$ cat config.mk
export PLATFORM = sky130hd
export DESIGN_NAME = sawtooth_ramp_generator_unit
export DESIGN_NICKNAME = d
export VERILOG_FILES = /design/src/hdl/srg_pkg.sv /design/src/hdl/sawtooth_ramp_generator_unit.sv
export SDC_FILE = /design/constraint.sdc
export NUM_CORES = 1
export LEC_CHECK = 0
export BUFFER_PORTS_ARGS = -buffer_cell sky130_fd_sc_hd__buf_2
export CORE_ASPECT_RATIO = 1.4
export CORE_MARGIN = 3
export CORE_UTILIZATION = 55
export CTS_BUF_LIST = sky130_fd_sc_hd__clkbuf_8
export CTS_CLUSTER_DIAMETER = 50
export DETAILED_ROUTE_END_ITERATION = 10
export PLACE_DENSITY = 0.72
export SYNTH_ARGS = -nofsm -noshare
export SYNTH_HDL_FRONTEND = slang
export SYNTH_SLANG_ARGS = --single-unit
export TNS_END_PERCENT = 20
$ cat constraint.sdc
create_clock -name clk -period 7.95 [get_ports clk]
set_input_delay 0.795 -clock clk [delete_from_list [all_inputs] [get_ports clk]]
set_output_delay 0.795 -clock clk [all_outputs]
set_load 0.005 [all_outputs]
$ cat src/hdl/srg_pkg.sv
package srg_pkg;

  // field and register widths
  localparam int unsigned DATA_W    = 16;
  localparam int unsigned CFG_IDX_W = 2;
  localparam int unsigned PROD_W    = 2 * DATA_W;
  localparam int unsigned STEP_W    = $clog2(PROD_W);

  // default output width
  localparam int unsigned SAMPLE_BITS_DEF = 16;

  // register reset values
  localparam logic [DATA_W-1:0] AMP_RESET    = 16'd65535;
  localparam logic [DATA_W-1:0] PERIOD_RESET = 16'd100;

  // configuration register indexes
  localparam logic [CFG_IDX_W-1:0] REG_AMPLITUDE = 2'd0;
  localparam logic [CFG_IDX_W-1:0] REG_PERIOD    = 2'd1;

  // request kinds
  localparam logic REQ_TICK   = 1'b0;
  localparam logic REQ_ENABLE = 1'b1;

endpackage

$ cat src/hdl/sawtooth_ramp_generator_unit.sv
// Sawtooth ramp generator: each tick transfer yields one sample of a rising ramp,
// amplitude * t / (period_ticks - 1), with t wrapping to 0 at period_ticks; an enable
// transfer toggles (argument 1) or stops (argument 0) the ramp and yields sample 0,
// and a stop clears t. Every input transfer yields exactly one result. A tick while
// running with period_ticks above one goes through ST_MUL (one 16x16 multiply),
// ST_DIV (the bit-serial restoring divider, one quotient bit a cycle through a
// single shared subtractor) and ST_HOLD, which loads the output register once it
// is free. Every other item goes from idle straight to ST_HOLD. Inputs are taken
// only while the sequencer is idle; a finished result waits in the output register,
// so a new item can start while it is still pending. Configuration writes are
// always ready and must only be made while the block is idle.
module sawtooth_ramp_generator_unit #(
  parameter int unsigned SAMPLE_BITS = srg_pkg::SAMPLE_BITS_DEF
) (
  input  logic                          clk,
  input  logic                          rst_n,
  // item input
  input  logic                          in_valid,
  output logic                          in_ready,
  input  logic                          in_req_type,
  input  logic                          in_enable_arg,
  // result output
  output logic                          out_valid,
  input  logic                          out_ready,
  output logic [SAMPLE_BITS-1:0]        out_sample,
  output logic                          out_running,
  // configuration writes
  input  logic                          cfg_valid,
  output logic                          cfg_ready,
  input  logic [srg_pkg::CFG_IDX_W-1:0] cfg_index,
  input  logic [srg_pkg::DATA_W-1:0]    cfg_data
);

  localparam int unsigned DW    = srg_pkg::DATA_W;
  localparam int unsigned PW    = srg_pkg::PROD_W;
  localparam int unsigned SW    = srg_pkg::STEP_W;
  localparam int unsigned EXT_W = (SAMPLE_BITS > DW) ? SAMPLE_BITS : DW;
  localparam logic [SW-1:0] LAST_STEP = SW'(PW - 1);

  typedef enum logic [1:0] {
    ST_IDLE,
    ST_MUL,
    ST_DIV,
    ST_HOLD
  } state_t;

  state_t             state_r;
  logic [DW-1:0]      amp_r;
  logic [DW-1:0]      period_r;
  logic [DW-1:0]      tc_r;
  logic               run_r;
  logic [DW-1:0]      op_tc_r;
  logic [DW-1:0]      div_r;
  logic [DW-1:0]      rem_r;
  logic [PW-1:0]      dvd_r;
  logic [SW-1:0]      step_r;
  logic [DW-1:0]      res_r;
  logic               out_valid_r;
  logic [SAMPLE_BITS-1:0] out_sample_r;
  logic               out_running_r;

  logic               in_xfer;
  logic               out_free;
  logic               out_load;
  logic [DW-1:0]      tc_eff;
  logic               run_nxt;
  logic [DW:0]        shifted;
  logic [DW:0]        trial;
  logic               qbit;
  logic [DW-1:0]      rem_nxt;
  logic [PW-1:0]      dvd_nxt;
  logic [EXT_W-1:0]   res_ext;

  assign in_ready    = (state_r == ST_IDLE);
  assign cfg_ready   = 1'b1;
  assign out_valid   = out_valid_r;
  assign out_sample  = out_sample_r;
  assign out_running = out_running_r;

  assign in_xfer  = in_valid && in_ready;
  assign out_free = !out_valid_r || out_ready;
  assign out_load = (state_r == ST_HOLD) && out_free;

  // counter wrap seen by this tick
  assign tc_eff  = (tc_r >= period_r) ? '0 : tc_r;
  assign run_nxt = in_enable_arg ? !run_r : 1'b0;

  // shared divider step: one quotient bit per cycle
  assign shifted = {rem_r, dvd_r[PW-1]};
  assign trial   = shifted - {1'b0, div_r};
  assign qbit    = !trial[DW];
  assign rem_nxt = qbit ? trial[DW-1:0] : shifted[DW-1:0];
  assign dvd_nxt = {dvd_r[PW-2:0], qbit};

  assign res_ext = EXT_W'(res_r);

  // sequencer, state and output register
  always_ff @(posedge clk) begin
    if (!rst_n) begin
      state_r       <= ST_IDLE;
      amp_r         <= srg_pkg::AMP_RESET;
      period_r      <= srg_pkg::PERIOD_RESET;
      tc_r          <= '0;
      run_r         <= 1'b0;
      out_valid_r   <= 1'b0;
      step_r        <= '0;
    end else begin
      // configuration writes
      if (cfg_valid && cfg_ready) begin
        unique case (cfg_index)
          srg_pkg::REG_AMPLITUDE: amp_r    <= cfg_data;
          srg_pkg::REG_PERIOD:    period_r <= cfg_data;
          default: ;
        endcase
      end

      // result loaded, or taken downstream
      if (out_load) begin
        out_valid_r <= 1'b1;
      end else if (out_valid_r && out_ready) begin
        out_valid_r <= 1'b0;
      end

      unique case (state_r)
        ST_IDLE: begin
          if (in_xfer) begin
            res_r <= '0;
            if (in_req_type == srg_pkg::REQ_TICK) begin
              if (run_r) begin
                tc_r    <= tc_eff + DW'(1);
                op_tc_r <= tc_eff;
                div_r   <= period_r - DW'(1);
                if (period_r > DW'(1)) begin
                  state_r <= ST_MUL;
                end else begin
                  state_r <= ST_HOLD;
                end
              end else begin
                state_r <= ST_HOLD;
              end
            end else begin
              run_r <= run_nxt;
              if (!run_nxt) begin
                tc_r <= '0;
              end
              state_r <= ST_HOLD;
            end
          end
        end

        ST_MUL: begin
          dvd_r   <= PW'(amp_r) * PW'(op_tc_r);
          rem_r   <= '0;
          step_r  <= '0;
          state_r <= ST_DIV;
        end

        ST_DIV: begin
          dvd_r  <= dvd_nxt;
          rem_r  <= rem_nxt;
          step_r <= step_r + SW'(1);
          if (step_r == LAST_STEP) begin
            res_r   <= dvd_nxt[DW-1:0];
            state_r <= ST_HOLD;
          end
        end

        ST_HOLD: begin
          if (out_free) begin
            out_sample_r  <= res_ext[SAMPLE_BITS-1:0];
            out_running_r <= run_r;
            state_r       <= ST_IDLE;
          end
        end

        default: state_r <= ST_IDLE;
      endcase
    end
  end

  // a stopped ramp always holds its counter at zero
  a_stopped_clear: assert property (@(posedge clk) disable iff (!rst_n)
    !run_r |-> (tc_r == '0))
    else $error("time counter not cleared while stopped");

  // partial remainder stays below the divisor
  a_rem_bound: assert property (@(posedge clk) disable iff (!rst_n)
    (state_r == ST_DIV) |-> (rem_r < div_r))
    else $error("divider remainder out of range");

  // forced stop clears the run flag
  a_force_stop: assert property (@(posedge clk) disable iff (!rst_n)
    (in_xfer && (in_req_type == srg_pkg::REQ_ENABLE) && !in_enable_arg) |=> !run_r)
    else $error("stop command did not stop the ramp");

  // a tick while stopped goes straight to the output with a zero sample
  a_idle_tick: assert property (@(posedge clk) disable iff (!rst_n)
    (in_xfer && (in_req_type == srg_pkg::REQ_TICK) && !run_r)
      |=> ((state_r == ST_HOLD) && (res_r == '0)))
    else $error("stopped tick did not give a zero sample");

endmodule
==> results of run 1 <==
## worst max-delay path, cell delays in order (launching register included)
cell and delay [ps]:
dfxtp_1 750, nand2_1 210, fa_1 560, fa_1 530
fa_1 520, inv_1 50, fa_1 490, fa_1 550
inv_1 50, fa_1 530, inv_1 40, ha_1 360
a21oi_1 140, o21ai_0 130, nor3_1 150, a21oi_1 250
a2111oi_0 930, o31ai_1 180, xnor2_1 170, mux2_2 260
## stage by stage
stage	area [um2]	util, %
detailed placement	17050	57.91
global route	17430	59.20
CTS	17430	59.20
global placement	17050	57.91
floorplan	16540	-
finish	17430	59.20
## layout make-up
class / instances / area, um2
fill: 2543 / 12010
multi-input combinational: 1224 / 10690
sequential: 170 / 4534
inverter: 283 / 1062
tap: 380 / 475.5
timing repair buffer: 53 / 290.3
clock buffer: 17 / 234.0
clock inverter: 15 / 145.1
antenna: 1 / 2.502
## layout by cell type (no fill, tap or decap), drive strengths merged, types with 18 or more instances in the layout
master / Yosys / final
o21ai: 52 / 52
nand2: 260 / 260
a21o: 31 / 31
a21oi: 54 / 54
xnor2: 37 / 37
ha: 144 / 144
and2: 149 / 149
nand3: 44 / 44
dfxtp: 57 / 57
buf: 7 / 53
edfxtp: 113 / 113
xor2: 18 / 18
fa: 195 / 195
inv: 283 / 289
nor2: 66 / 66
## flip-flops by register name (all words and copies together) (netlist names), 2 cells and up
register,flops
state_r,2
res_ext,16
rem_r,16
div_r,16
step_r,5
tc_r,16
dvd_r,32
amp_r,16
out_sample,16
op_tc_r,16
period_r,16
## routing by layer
| metal | vias to the layer above | GRT usage [%] |
|---|---|---|
| met5 | - | 0 |
| met4 | 0 | 11.74 |
| met3 | 99 | 3.587 |
| met2 | 362 | 40.96 |
| met1 | 5941 | 29.87 |
| li1 | 5649 | - |
## path summary, 6_finish.rpt
check              start              to  slack [ps]  cells after the start
max            amp_r[11]       dvd_r[31]         880                     19
min          res_ext[10]  out_sample[10]         430                      0
max reg2reg    amp_r[11]       dvd_r[31]         880                     19
min reg2reg  res_ext[10]  out_sample[10]         430                      0
## cells by family (layout without fill, tap and decap cells)
family	Yosys count	after routing	share of synthesized area (%)
other	1	2	0.02267
XOR/XNOR	55	55	2.912
adder cells (fa/ha/maj)	339	339	34.49
AO/OA/AOI/OAI	220	220	8.706
multiplexers	17	17	1.051
AND/OR/NAND/NOR	592	592	17.36
flip-flops	170	170	27.41
buffers and inverters	347	368	8.048
==> impl_metrics.env, run 1 <==
export IMPL_drt_wirelength_per_cell_um=17.57
export IMPL_max_slew_margin_pct=18.01
export IMPL_cts_setup_buffers=0
export IMPL_syn_area_um2=16540
export IMPL_ant_nets=0
export IMPL_dr_wl_met2_um=19010
export IMPL_drt_wl_total_um=37650
export IMPL_worst_pin_slew_ps=1224
export IMPL_layout_cells_non_filler=2143
export IMPL_fin_crit_sh_pct=88.96
export IMPL_port_buffers=43
export IMPL_synth_fp_nets=2105
export IMPL_num_vias=12051
export IMPL_routedLengthMet1_um=15150
export IMPL_ys_ff_latch=170
export IMPL_ioPinCount=45
export IMPL_hold_ws_ps=425.1
export IMPL_place_gp_congestion=0.8918
export IMPL_rsz0062_at_grt="false"
export IMPL_clockRootBuffer="clkbuf_8"
export IMPL_clk_path_buf_depth=2
export IMPL_grt_pass1_vias=12164
export IMPL_grt_max_degree=56
export IMPL_numCtsBuffers=17
export IMPL_drv_slew=0
export IMPL_ys_seq_area_share_pct=27.41
export IMPL_drcViolationCount=0
export IMPL_layout_drive_gt1_share_pct=5.959
export IMPL_dieArea_um2=32220
export IMPL_hpwl_um=29080
export IMPL_met3_wirelength_um=1721
export IMPL_coreArea_um2=29440
export IMPL_ys_types=73
export IMPL_post_place_cells=2110
export IMPL_cts_clk_slew_worst_paths_ps=110
export IMPL_dp_slack_ps=937.8
export IMPL_nets=2113
export IMPL_yosysTopAreaCell="fa_1"
export IMPL_row_count=74
export IMPL_crit_path_start_kind="flip-flop"
export IMPL_crit_fanout=17
export IMPL_yosysWarningCount=0
export IMPL_cp_data_required_time_ps=8230
export IMPL_cts_tree="done"
export IMPL_cp_end_kind="flip-flop"
export IMPL_worst_slack_ps=877.6
export IMPL_fin_skew_ps=20.91
export IMPL_arrival_ps=7360
export IMPL_final_hold_viol_count=0
export IMPL_grt_first_pass_wirelength_um=61840
export IMPL_yosysMostFrequentCell="inv_1"
export IMPL_synth_main_ff_cell="edfxtp_1"
export IMPL_path_class="reg2reg"
export IMPL_synthArstFlopShare_pct=0
export IMPL_numClockSinks=170
export IMPL_drtIter0Drc=1000
export IMPL_status="finished clean"
export IMPL_avgSynthCellArea_um2=9.502
export IMPL_hold_buffers=0
export IMPL_overflow=0
export IMPL_finalSetupViolations=0
export IMPL_start_util_pct=56.18
export IMPL_yosysTopAreaCellShare_pct=23.60
export IMPL_synth_area_leaders="fa_1, edfxtp_1, ha_1, dfxtp_1, inv_1"
export IMPL_die_y_um=211.2
export IMPL_antenna_found_initial=0
export IMPL_drt_pass1_iterations=5
export IMPL_dieWidth_um=152.6
export IMPL_synth_common_cells="inv_1, nand2_1, fa_1"
export IMPL_min_period_ps=7072
export IMPL_grtUsageTotal_pct=23.94
export IMPL_top_layer_used="met4"
export IMPL_syn2layout_area_growth_pct=5.378
export IMPL_viasPerCell=5.623
export IMPL_maxCapViolCount=0
export IMPL_clkLatencyLatePin_ps=510
export IMPL_hold_path_class="reg2reg"
export IMPL_synth_edff_count=113
export IMPL_h_tree_depth=4
export IMPL_syn_inst=1741
export IMPL_cts_resized=0
export IMPL_fmax_ghz=0.1414
export IMPL_final_setup_tns_ps=0
Power of run 1 is not shown: default switching activity piles up to over one toggle a cycle in this logic, so the estimate is an artifact.
==> inputs of run 2 (changes only) <==
--- a/config.mk
+++ b/config.mk
@@ -8,11 +8,11 @@
 export BUFFER_PORTS_ARGS = -buffer_cell sky130_fd_sc_hd__buf_2
 export CORE_ASPECT_RATIO = 1.4
 export CORE_MARGIN = 3
-export CORE_UTILIZATION = 55
+export CORE_UTILIZATION = 49
 export CTS_BUF_LIST = sky130_fd_sc_hd__clkbuf_8
 export CTS_CLUSTER_DIAMETER = 50
 export DETAILED_ROUTE_END_ITERATION = 10
-export PLACE_DENSITY = 0.72
+export PLACE_DENSITY = 0.65
 export SYNTH_ARGS = -nofsm -noshare
 export SYNTH_HDL_FRONTEND = slang
 export SYNTH_SLANG_ARGS = --single-unit
==> run 2 against run 1 <==
Setup slack improved by 210 ps. Global-route usage down 2.5 points. Non-clock buffer count unchanged. First-iteration DRC count down 9.7%. Largest cell class unchanged. Highest routed layer unchanged.
==> impl_metrics.env, run 2 (synthesized netlist as in run 1, its figures left out) <==
export IMPL_status="finished clean"
export IMPL_worst_pin_slew_ps=1040
export IMPL_hold_path_class="reg2reg"
export IMPL_clockRootBuffer="clkbuf_8"
export IMPL_syn2layout_area_growth_pct=6.081
export IMPL_start_util_pct=49.66
export IMPL_path_class="reg2reg"
export IMPL_drt_pass1_iterations=5
export IMPL_ant_nets=0
export IMPL_cp_end_kind="flip-flop"
export IMPL_final_setup_tns_ps=0
export IMPL_ioPinCount=45
export IMPL_cts_clk_slew_worst_paths_ps=120
export IMPL_max_slew_margin_pct=30.38
export IMPL_h_tree_depth=4
export IMPL_crit_path_start_kind="flip-flop"
export IMPL_drt_wl_total_um=37340
export IMPL_dieArea_um2=36030
export IMPL_min_period_ps=6862
export IMPL_final_cell_mix="inv_1, nand2_1, fa_1"
export IMPL_cp_data_required_time_ps=8220
export IMPL_fmax_ghz=0.1457
export IMPL_place_gp_congestion=0.9336
export IMPL_crit_fanout=17
export IMPL_grt_pass1_vias=12035
export IMPL_coreArea_um2=33310
export IMPL_fin_skew_ps=22.24
export IMPL_fin_crit_sh_pct=86.32
export IMPL_nets=2113
export IMPL_hpwl_um=29570
export IMPL_num_antenna_cells=0
export IMPL_clkLatencyLatePin_ps=500
export IMPL_num_vias=11972
export IMPL_final_hold_viol_count=0
export IMPL_fin_util_pct=52.68
export IMPL_overflow=0
export IMPL_drtIter0Drc=903
export IMPL_antenna_found_initial=0
export IMPL_final_common_cell="inv_1"
export IMPL_layout_drive_gt1_share_pct=6.073
export IMPL_top_register="dvd_r"
export IMPL_cts_setup_buffers=0
export IMPL_layout_cells_non_filler=2207
export IMPL_die_y_um=223.4
export IMPL_cts_tree="done"
export IMPL_clk_path_buf_depth=2
export IMPL_maxCapViolCount=0
export IMPL_viasPerCell=5.425
export IMPL_row_count=79
export IMPL_dieWidth_um=161.3
export IMPL_cts_resized=0
export IMPL_post_place_cells=2175
export IMPL_grt_max_degree=56
export IMPL_hold_buffers=0
export IMPL_grtUsageTotal_pct=21.47
export IMPL_finalSetupViolations=0
export IMPL_drcViolationCount=0
export IMPL_port_buffers=43
export IMPL_rsz0062_at_grt="false"
export IMPL_hold_ws_ps=414.2
export IMPL_drt_wirelength_per_cell_um=16.92
export IMPL_largest_register_ffs=32
export IMPL_grt_first_pass_wirelength_um=61710
export IMPL_numClockSinks=170
export IMPL_arrival_ps=7130
export IMPL_numCtsBuffers=17
export IMPL_drv_slew=0
-- run 2: critical path, cell delays in order, from the launching register on --
cell,delay (ps)
dfxtp_1,780
and2_1,250
fa_1,420
inv_1,80
fa_1,430
fa_1,530
inv_1,60
fa_1,490
fa_1,540
inv_1,50
fa_1,520
inv_1,40
ha_1,340
a21oi_1,130
o21ai_0,120
nor3_1,150
a21oi_1,240
a2111oi_0,840
o31ai_1,190
xnor2_1,160
mux2_2,270
-- run 2: worst paths after layout --
check              from            end  slack [ps]  cells after the start
max reg2reg    amp_r[6]      dvd_r[31]        1090                     20
min          res_ext[8]  out_sample[8]         410                      0
min reg2reg  res_ext[8]  out_sample[8]         410                      0
max            amp_r[6]      dvd_r[31]        1090                     20
-- run 2: area by class of cell --
class	count	area, um2
clock inverters	15	180.2
well taps	445	556.8
flip-flops and latches	170	4534
inverters	283	1062
multi-input cells	1224	10690
clock buffers	17	234.0
fillers	3020	15760
repair buffers	53	290.3
-- run 2: through the flow --
stage | worst slack (ps) | instance area (um2)
floorplan | 1726 | 16540
finish | 1088 | 17550
global placement | 1337 | 17130
CTS | 1091 | 17550
detailed placement | 1078 | 17130
global route | 733.3 | 17550
-- run 2: per-layer routing --
metal / global-route usage (%) / vias to the layer above / share of wire [%]
met4: 8.692 / 0 / 3.3
met2: 36.21 / 313 / 50
met3: 3.176 / 66 / 4.4
met5: 0 / - / 0
met1: 27.84 / 5965 / 42
li1: - / 5628 / -
Power of run 2 is left out for the same reason.
